### config.mk
export PLATFORM = sky130hd
export DESIGN_NAME = modbus_rtu_response_receiver_unit
export DESIGN_NICKNAME = d
export VERILOG_FILES = /design/src/sv/mrrx_pkg.sv /design/src/sv/mrrx_ram.sv /design/src/sv/mrrx_crc.sv /design/src/sv/modbus_rtu_response_receiver_unit.sv
export SDC_FILE = /design/constraint.sdc
export NUM_CORES = 2
export LEC_CHECK = 0
export ABC_AREA = 1
export BUFFER_PORTS_ARGS = -buffer_cell sky130_fd_sc_hd__buf_2
export CORE_AREA = 2 2 534 377
export DETAILED_ROUTE_END_ITERATION = 8
export DIE_AREA = 0 0 536 379
export GPL_ROUTABILITY_DRIVEN = 0
export PLACE_DENSITY_LB_ADDON = 0.3
export SLEW_MARGIN = 10
export SYNTH_ARGS = -nofsm -noshare
export SYNTH_HDL_FRONTEND = slang
export SYNTH_SLANG_ARGS = --single-unit
### constraint.sdc
create_clock -name clk -period 2.9 [get_ports clk]
set_input_delay 0 -clock clk [delete_from_list [all_inputs] [get_ports clk]]
set_output_delay 0 -clock clk [all_outputs]
set_load 0.01 [all_outputs]
### src/sv/mrrx_pkg.sv
// Package for the Modbus RTU response receiver.
// Holds the shared constants, status and register codes, and the CRC unit control struct.
// No dependencies.
package mrrx_pkg;

	localparam int BUF_BYTES_DEF = 256;
	localparam int MAX_REGS_DEF  = 32;
	localparam int RESULT_CAP    = 32;

	localparam int CFG_IDX_W = 2;
	localparam logic [CFG_IDX_W-1:0] CFG_SLAVE_ADDR = 2'd0;
	localparam logic [CFG_IDX_W-1:0] CFG_GAP_LIMIT  = 2'd1;
	localparam logic [7:0] SLAVE_ADDR_RST = 8'd1;
	localparam logic [7:0] GAP_LIMIT_RST  = 8'd4;

	localparam logic OP_BYTE = 1'b0;
	localparam logic OP_TICK = 1'b1;

	localparam logic [2:0] ST_WORD       = 3'd0;
	localparam logic [2:0] ST_CRC_ERR    = 3'd1;
	localparam logic [2:0] ST_ADDR_MISS  = 3'd2;
	localparam logic [2:0] ST_OTHER_FUNC = 3'd3;
	localparam logic [2:0] ST_NO_REGS    = 3'd4;

	localparam logic [7:0]  FUNC_READ_HOLDING = 8'h03;
	localparam logic [15:0] CRC_INIT = 16'hFFFF;
	localparam logic [15:0] CRC_POLY = 16'hA001;
	localparam logic [7:0]  SILENCE_MAX = 8'hFF;

	typedef struct packed {
		logic init;
		logic xor_en;
		logic shift_en;
	} crc_ctl_t;

endpackage

### src/sv/mrrx_ram.sv
// Generic single write port, single read port RAM with registered read data.
// No dependencies.
module mrrx_ram #(
	parameter int WIDTH = 8,
	parameter int DEPTH = 256
) (
	input  logic                     clk,
	input  logic                     we,
	input  logic [$clog2(DEPTH)-1:0] waddr,
	input  logic [WIDTH-1:0]         wdata,
	input  logic [$clog2(DEPTH)-1:0] raddr,
	output logic [WIDTH-1:0]         rdata
);

	logic [WIDTH-1:0] mem_q [DEPTH];
	logic [WIDTH-1:0] rdata_q;

	always_ff @(posedge clk) begin
		if (we) begin
			mem_q[waddr] <= wdata;
		end
		rdata_q <= mem_q[raddr];
	end

	assign rdata = rdata_q;

endmodule

### src/sv/mrrx_crc.sv
// CRC-16 Modbus unit that advances one bit per shift command.
// Depends on mrrx_pkg for the polynomial, initial value and control struct.
module mrrx_crc (
	input  logic               clk,
	input  mrrx_pkg::crc_ctl_t ctl,
	input  logic [7:0]         data,
	output logic [15:0]        crc
);

	logic [15:0] crc_q;

	always_ff @(posedge clk) begin
		if (ctl.init) begin
			crc_q <= mrrx_pkg::CRC_INIT;
		end else if (ctl.xor_en) begin
			crc_q <= crc_q ^ {8'h00, data};
		end else if (ctl.shift_en) begin
			if (crc_q[0]) begin
				crc_q <= (crc_q >> 1) ^ mrrx_pkg::CRC_POLY;
			end else begin
				crc_q <= crc_q >> 1;
			end
		end
	end

	assign crc = crc_q;

endmodule

### src/sv/modbus_rtu_response_receiver_unit.sv
// Modbus RTU response receiver. Bytes and ticks are accepted only in the idle state.
// Closing a frame of N bytes runs the bit-serial CRC unit over N-2 bytes (read, fold, shift per
// bit), reads the stored CRC, checks, then reads and outputs each word, high byte first.
// The single CRC unit and the one RAM read port serialize this; input waits meanwhile.
// Reset: slave address 1, gap limit 4, length and silence zero; the buffer is not cleared.
// Depends on mrrx_pkg, mrrx_ram and mrrx_crc.
module modbus_rtu_response_receiver_unit #(
	parameter int BUF_BYTES = mrrx_pkg::BUF_BYTES_DEF,
	parameter int MAX_REGS  = mrrx_pkg::MAX_REGS_DEF
) (
	input  logic                           clk,
	input  logic                           arst_n,
	input  logic                           in_valid,
	output logic                           in_ready,
	input  logic                           opcode,
	input  logic [7:0]                     byte_value,
	output logic                           out_valid,
	input  logic                           out_ready,
	output logic [2:0]                     frame_status,
	output logic [4:0]                     reg_index,
	output logic [15:0]                    reg_value,
	output logic                           last,
	input  logic                           cfg_valid,
	output logic                           cfg_ready,
	input  logic [mrrx_pkg::CFG_IDX_W-1:0] cfg_index,
	input  logic [7:0]                     cfg_data
);

	localparam int AW   = $clog2(BUF_BYTES);
	localparam int CW   = (AW > 7) ? AW : 7;
	localparam int WLIM = (MAX_REGS < mrrx_pkg::RESULT_CAP) ? MAX_REGS : mrrx_pkg::RESULT_CAP;

	typedef enum logic [3:0] {
		S_IDLE,
		S_RD,
		S_DATA,
		S_SHIFT,
		S_CHECK,
		S_WRD_HI,
		S_WCAP_HI,
		S_WRD_LO,
		S_WCAP_LO,
		S_OUT
	} state_t;

	state_t state_q;

	logic [AW-1:0] len_q, flen_q, ptr_q;
	logic [7:0]    sil_q, slave_q, gap_q;
	logic [7:0]    hdr_addr_q, hdr_func_q, hdr_cnt_q, crc_lo_q, crc_hi_q, hi_q;
	logic [2:0]    bit_q;
	logic [5:0]    words_q;
	logic [4:0]    wi_q;

	logic          out_valid_q, last_q;
	logic [2:0]    status_q;
	logic [4:0]    idx_q;
	logic [15:0]   value_q;

	logic          in_acc, out_acc, byte_we, close_go;
	logic [7:0]    sil_next;
	logic [AW-1:0] len_m2;
	logic [CW-1:0] half_cnt, avail, words_c;
	logic [5:0]    words_n;
	logic [7:0]    rdata;
	logic [15:0]   crc;
	mrrx_pkg::crc_ctl_t crc_ctl;

	assign in_ready  = (state_q == S_IDLE);
	assign cfg_ready = 1'b1;
	assign in_acc    = in_valid && in_ready;
	assign out_acc   = out_valid_q && out_ready;
	assign byte_we   = in_acc && (opcode == mrrx_pkg::OP_BYTE);
	assign len_m2    = flen_q - AW'(2);

	assign sil_next = (sil_q == mrrx_pkg::SILENCE_MAX) ? sil_q : sil_q + 8'd1;
	assign close_go = in_acc && (opcode == mrrx_pkg::OP_TICK) && (sil_next > gap_q) &&
		(len_q != '0);

	// Word count limited by the byte count, the bytes before the CRC and the result cap.
	always_comb begin
		half_cnt = CW'(hdr_cnt_q[7:1]);
		avail    = (flen_q >= AW'(5)) ? CW'((flen_q - AW'(5)) >> 1) : '0;
		words_c  = (half_cnt < avail) ? half_cnt : avail;
		if (words_c > CW'(WLIM)) begin
			words_c = CW'(WLIM);
		end
		words_n = 6'(words_c);
	end

	always_comb begin
		crc_ctl          = '0;
		crc_ctl.init     = close_go;
		crc_ctl.xor_en   = (state_q == S_DATA) && (ptr_q < len_m2);
		crc_ctl.shift_en = (state_q == S_SHIFT);
	end

	mrrx_ram #(
		.WIDTH (8),
		.DEPTH (BUF_BYTES)
	) u_buf (
		.clk   (clk),
		.we    (byte_we),
		.waddr (len_q),
		.wdata (byte_value),
		.raddr (ptr_q),
		.rdata (rdata)
	);

	mrrx_crc u_crc (
		.clk  (clk),
		.ctl  (crc_ctl),
		.data (rdata),
		.crc  (crc)
	);

	always_ff @(posedge clk or negedge arst_n) begin
		if (!arst_n) begin
			state_q     <= S_IDLE;
			len_q       <= '0;
			flen_q      <= '0;
			ptr_q       <= '0;
			sil_q       <= '0;
			slave_q     <= mrrx_pkg::SLAVE_ADDR_RST;
			gap_q       <= mrrx_pkg::GAP_LIMIT_RST;
			hdr_addr_q  <= '0;
			hdr_func_q  <= '0;
			hdr_cnt_q   <= '0;
			crc_lo_q    <= '0;
			crc_hi_q    <= '0;
			hi_q        <= '0;
			bit_q       <= '0;
			words_q     <= '0;
			wi_q        <= '0;
			out_valid_q <= 1'b0;
			last_q      <= 1'b0;
			status_q    <= mrrx_pkg::ST_WORD;
			idx_q       <= '0;
			value_q     <= '0;
		end else begin
			if (cfg_valid && cfg_ready) begin
				case (cfg_index)
					mrrx_pkg::CFG_SLAVE_ADDR: slave_q <= cfg_data;
					mrrx_pkg::CFG_GAP_LIMIT:  gap_q   <= cfg_data;
					default: ;
				endcase
			end

			case (state_q)
				S_IDLE: begin
					if (byte_we) begin
						sil_q <= '0;
						if (({1'b0, len_q} + (AW+1)'(1)) == (AW+1)'(BUF_BYTES)) begin
							len_q <= '0;
						end else begin
							len_q <= len_q + AW'(1);
						end
					end else if (in_acc) begin
						sil_q <= sil_next;
						if (close_go) begin
							flen_q <= len_q;
							len_q  <= '0;
							ptr_q  <= '0;
							if (len_q < AW'(4)) begin
								status_q    <= mrrx_pkg::ST_CRC_ERR;
								idx_q       <= '0;
								value_q     <= '0;
								last_q      <= 1'b1;
								out_valid_q <= 1'b1;
								state_q     <= S_OUT;
							end else begin
								state_q <= S_RD;
							end
						end
					end
				end
				S_RD: begin
					state_q <= S_DATA;
				end
				S_DATA: begin
					if (ptr_q < len_m2) begin
						if (ptr_q == AW'(0)) begin
							hdr_addr_q <= rdata;
						end
						if (ptr_q == AW'(1)) begin
							hdr_func_q <= rdata;
						end
						if (ptr_q == AW'(2)) begin
							hdr_cnt_q <= rdata;
						end
						bit_q   <= '0;
						state_q <= S_SHIFT;
					end else if (ptr_q == len_m2) begin
						crc_lo_q <= rdata;
						ptr_q    <= ptr_q + AW'(1);
						state_q  <= S_RD;
					end else begin
						crc_hi_q <= rdata;
						state_q  <= S_CHECK;
					end
				end
				S_SHIFT: begin
					bit_q <= bit_q + 3'd1;
					if (bit_q == 3'd7) begin
						ptr_q   <= ptr_q + AW'(1);
						state_q <= S_RD;
					end
				end
				S_CHECK: begin
					idx_q   <= '0;
					value_q <= '0;
					last_q  <= 1'b1;
					if (crc != {crc_hi_q, crc_lo_q}) begin
						status_q    <= mrrx_pkg::ST_CRC_ERR;
						out_valid_q <= 1'b1;
						state_q     <= S_OUT;
					end else if (hdr_addr_q != slave_q) begin
						status_q    <= mrrx_pkg::ST_ADDR_MISS;
						out_valid_q <= 1'b1;
						state_q     <= S_OUT;
					end else if (hdr_func_q != mrrx_pkg::FUNC_READ_HOLDING) begin
						status_q    <= mrrx_pkg::ST_OTHER_FUNC;
						out_valid_q <= 1'b1;
						state_q     <= S_OUT;
					end else if (words_n == '0) begin
						status_q    <= mrrx_pkg::ST_NO_REGS;
						out_valid_q <= 1'b1;
						state_q     <= S_OUT;
					end else begin
						words_q <= words_n;
						wi_q    <= '0;
						ptr_q   <= AW'(3);
						state_q <= S_WRD_HI;
					end
				end
				S_WRD_HI: begin
					state_q <= S_WCAP_HI;
				end
				S_WCAP_HI: begin
					hi_q    <= rdata;
					ptr_q   <= ptr_q + AW'(1);
					state_q <= S_WRD_LO;
				end
				S_WRD_LO: begin
					state_q <= S_WCAP_LO;
				end
				S_WCAP_LO: begin
					status_q    <= mrrx_pkg::ST_WORD;
					idx_q       <= wi_q;
					value_q     <= {hi_q, rdata};
					last_q      <= (({1'b0, wi_q} + 6'd1) == words_q);
					out_valid_q <= 1'b1;
					ptr_q       <= ptr_q + AW'(1);
					state_q     <= S_OUT;
				end
				S_OUT: begin
					if (out_acc) begin
						out_valid_q <= 1'b0;
						if (last_q) begin
							state_q <= S_IDLE;
						end else begin
							wi_q    <= wi_q + 5'd1;
							state_q <= S_WRD_HI;
						end
					end
				end
				default: begin
					state_q <= S_IDLE;
				end
			endcase
		end
	end

	assign out_valid    = out_valid_q;
	assign frame_status = status_q;
	assign reg_index    = idx_q;
	assign reg_value    = value_q;
	assign last         = last_q;

endmodule
==> results.py <==
metrics = {
    "worst_setup_path": {
        "crit_end": "words_q[0]",
        "rr_worst_depth": 20,
        "path_cells": "inv_4, ha_4, a21oi_4, buf_4, buf_4, or2_2, nand3_1, ha_1, a21oi_1, nand2_2, nand2_4, nand2_8, nand2_2, nand2_2, nand2_2, nor2_4, nand2_4, nand3_4, buf_12, o21ai_0",
        "slowest_stage": "dfrtp_1",
        "slowest_delay_ns": 0.44,
        "crit_cells": 20,
        "crit_buf_inv": 4,
        "r2r_end": "words_q[0]",
        "worstSetupEndpointType": "register",
        "cp_top_family": "simple AND/OR/NAND/NOR gates",
        "timing.rr.start": "flen_q[1]",
        "path_common_cell": "nand2_2",
        "critPathArrivalTime_ns": 3.92,
        "reg2reg_slack_ns": -0.29,
        "crit_path_start": "flen_q[1]",
        "crit_required_ns": 3.63,
        "critPathMaxFanout": 12,
        "crit_path_start_kind": "register",
        "critical_path_class": "register to register",
    },
    "global_route": {
        "grt_pass1_wl_um": 376000,
        "grt_pass1_vias": 56900,
        "grt_remaining_overflow": 0,
        "antenna_found_initial": 10,
        "grt_usage": 0.247,
        "grt_max_degree": 116,
    },
    "floorplan": {
        "coreArea_um2": 198000,
        "fp.dieW_um": 536,
        "die_y_um": 379,
        "die_area_um2": 203000,
        "io_pins": 52,
        "start_util": 0.448,
        "core.rowCount": 137,
    },
    "clock_tree": {
        "clk_pin_slew_ns": 0.07,
        "clock_tree.buffer_depth": 4,
        "cts_num_sinks": 2211,
        "htree_num_levels": 4,
        "cts_root_buf": "clkbuf_16",
        "insertion_delay_ns": 0.86,
        "cts_tree": "yes",
        "cts_buffers": 202,
    },
    "placement": {
        "dp_slack_ns": -0.419,
        "place_hpwl_um": 156000,
        "io_buffers": 50,
    },
    "timing": {
        "period_needed_ns": 3.19,
        "worst_slack_ns": -0.294,
        "hold_viol": 0,
        "grt_setup_unrepaired": "yes",
        "finalCritPeriodShare": 1.10,
        "fmax_ghz": 0.313,
        "setup_viol": 84,
        "finClkSkew_ns": 0.0548,
        "max_slew_margin": 0.282,
        "tightest_slew_ns": 1.08,
        "maxSlewViolCount": 0,
    },
    "logic_synthesis": {
        "synth_area_leader_cell": "edfxtp_1",
        "synth_xor_area_frac": 0.00534,
        "synth_area_um2": 88600,
        "yosysSeqAreaShare": 0.739,
        "syn_inst": 7149,
        "async_reset_ff_frac": 0.0629,
        "synth_top_family_by_area": "compound AO/OA/AOI/OAI gates",
        "synth_compound_area_frac": 0.116,
        "synthAdderAreaFrac": 0.00551,
        "synthTopCellsByArea": "edfxtp_1, o21ai_0, nor2_1, dfrtp_1, o22ai_1",
        "synth-edff-count": 2048,
        "syn-num-nets": 7212,
        "muxShareOfSynthArea": 0,
        "synth_cell_types": 51,
        "netlist_top_cells_count": "edfxtp_1, nor2_1, o21ai_0, nand2_1, o22ai_1",
        "yosysMostFrequentCell": "edfxtp_1",
        "ys_warn_count": 0,
        "yosysTopAreaCellShare": 0.694,
        "synth_seq_cells": 2211,
        "synth-simple-area-share": 0.107,
        "ys.flop_type": "edfxtp_1",
        "syn_avg_cell_area_um2": 12.4,
    },
    "hold_path": {
        "worstHoldPathType": "input port to register",
        "hp-start": "cfg_data[1]",
    },
    "routing": {
        "wl_per_cell_um": 24.5,
        "drt_pass1_iterations": 6,
        "finalWirelength_um": 257000,
        "drc": 0,
        "drt_iter0_markers": 9468,
        "ant_nets": 0,
        "viasPerCell": 5.86,
        "vias": 61400,
    },
    "power_and_ir_drop": {
        "p_int_mw": 49.3,
        "swShare": 0.200,
        "powerDensity_nw_per_um2": 588,
        "p_clk_frac": 0.420,
        "total_power_mw": 61.6,
        "seq_power_share": 0.566,
        "peakVddDrop_mv": 0.649,
        "leakage_nw": 36.4,
        "power_frac_comb": 0.014,
        "switchingPower_mw": 12.3,
    },
    "outcome": {
        "violations": "setup timing",
        "outcome": "finished, violations left",
    },
    "layout": {
        "regArea_um2": 65500,
        "multi_input_area_um2": 21600,
        "drive_above_1_share": 0.159,
        "fillers": 16400,
        "finalNetCount": 7752,
        "area_growth_pct": 18.2,
    },
    "run": {
        "cap_violations": 0,
    },
}
[registers in the layout, indices dropped and copies added (netlist names), 5 cells and up]
signal       cells
crc_hi_q         8
crc_lo_q         8
flen_q           8
gap_q            8
hdr_addr_q       8
hdr_cnt_q        7
hdr_func_q       8
hi_q             8
len_q            8
ptr_q            8
reg_index        5
reg_value       16
sil_q            8
slave_q          8
u_buf.mem_q   2048
u_buf.rdata      8
u_crc.crc       16
wi_q             5
words_q          6
[cell type report]
class,instances,share of cell area
Sequential cell,2211,0.625
Multi-Input combinational cell,4329,0.206
Timing Repair Buffer,809,0.0727
Clock buffer,262,0.0513
Tap cell,2641,0.0316
Clock inverter,95,0.00784
Inverter,136,0.00532
Antenna cell,1,0.0000239
[what timing repair did]
action | in CTS | in global routing
setup endpoints to repair | 126 | 138
endpoints found under the hold margin | 1784 | 0
setup buffers | 16 | 21
pin swaps | 27 | 41
resized for setup | 74 | 183
gates cloned | 2 | 7
hold buffers | 39 | 0
[layout by cell type (no fill, tap or decap), types with 89 or more instances in the layout]
cell	Yosys	layout
inv_1	127	117
clkbuf_16	0	209
nand3_1	108	92
buf_4	7	590
a21oi_1	102	89
nor2_1	1392	1381
nand2_1	714	650
o21ai_0	1152	1105
dfrtp_1	137	131
buf_12	0	94
o22ai_1	507	505
edfxtp_1	2048	2048
[power by group through the flow]
| stage | clock, mW | sequential (mW) | combinational [mW] |
|---|---|---|---|
| 5_1_grt | 27.4 | 34.9 | 0.914 |
| 2_1_floorplan | 0 | 35.6 | 0.0910 |
| 6_report | 25.9 | 34.9 | 0.842 |
| 3_3_place_gp | 0 | 35.6 | 0.756 |
| 3_5_place_dp | 0 | 35.6 | 0.777 |
| 4_1_cts | 26.1 | 34.9 | 0.836 |
[per-stage QoR]
stage	utilization	cells	hold WS [ns]	cell area, um2	TNS [ns]
after global routing	0.529	10500	0.0696	105000	-29.60
after detailed placement	0.490	10000	0.152	96900	-24.98
after floorplan	-	7149	-0.296	88800	-0.619
final	0.529	10500	0.0323	105000	-12.35
after global placement	0.490	10000	0.136	96900	-17.95
after CTS	0.525	10500	0.00268	104000	-7.71
[logic make-up after synthesis]
family	count (synthesis)
buf+inv	610
other cells	1
flops	2211
compound gates	1864
xor+xnor	54
simple gates	2370
fa+ha+maj	39
[worst register-to-register path, delay by kind of cell, from the launching register on]
kind / cells / cell delay (ns)
compound gates: 3 / 0.42
buf+inv: 4 / 0.61
simple gates: 11 / 1.20
fa+ha+maj: 2 / 0.40
flops: 1 / 0.44
[how the worst min path moves through the flow]
stage                     slack, ns  cells past startpoint            to
after floorplan               -0.30                      0      bit_q[0]
after global placement         0.14                      1  reg_value[6]
after detailed placement       0.15                      1  reg_value[8]
after CTS                     0.003                      4      gap_q[1]
after global routing           0.07                      4      gap_q[1]
final                          0.03                      4      gap_q[1]
[layer usage]
| metal | up-vias | routed length [um] | track usage |
|---|---|---|---|
| li1 | 27200 | - | - |
| met3 | 321 | 30300 | 0.0525 |
| met4 | 2 | 4550 | 0.0503 |
| met5 | - | 20 | 0 |
| met1 | 30600 | 111000 | 0.384 |
| met2 | 3359 | 110000 | 0.354 |
Power figures use the tool's default switching activity.
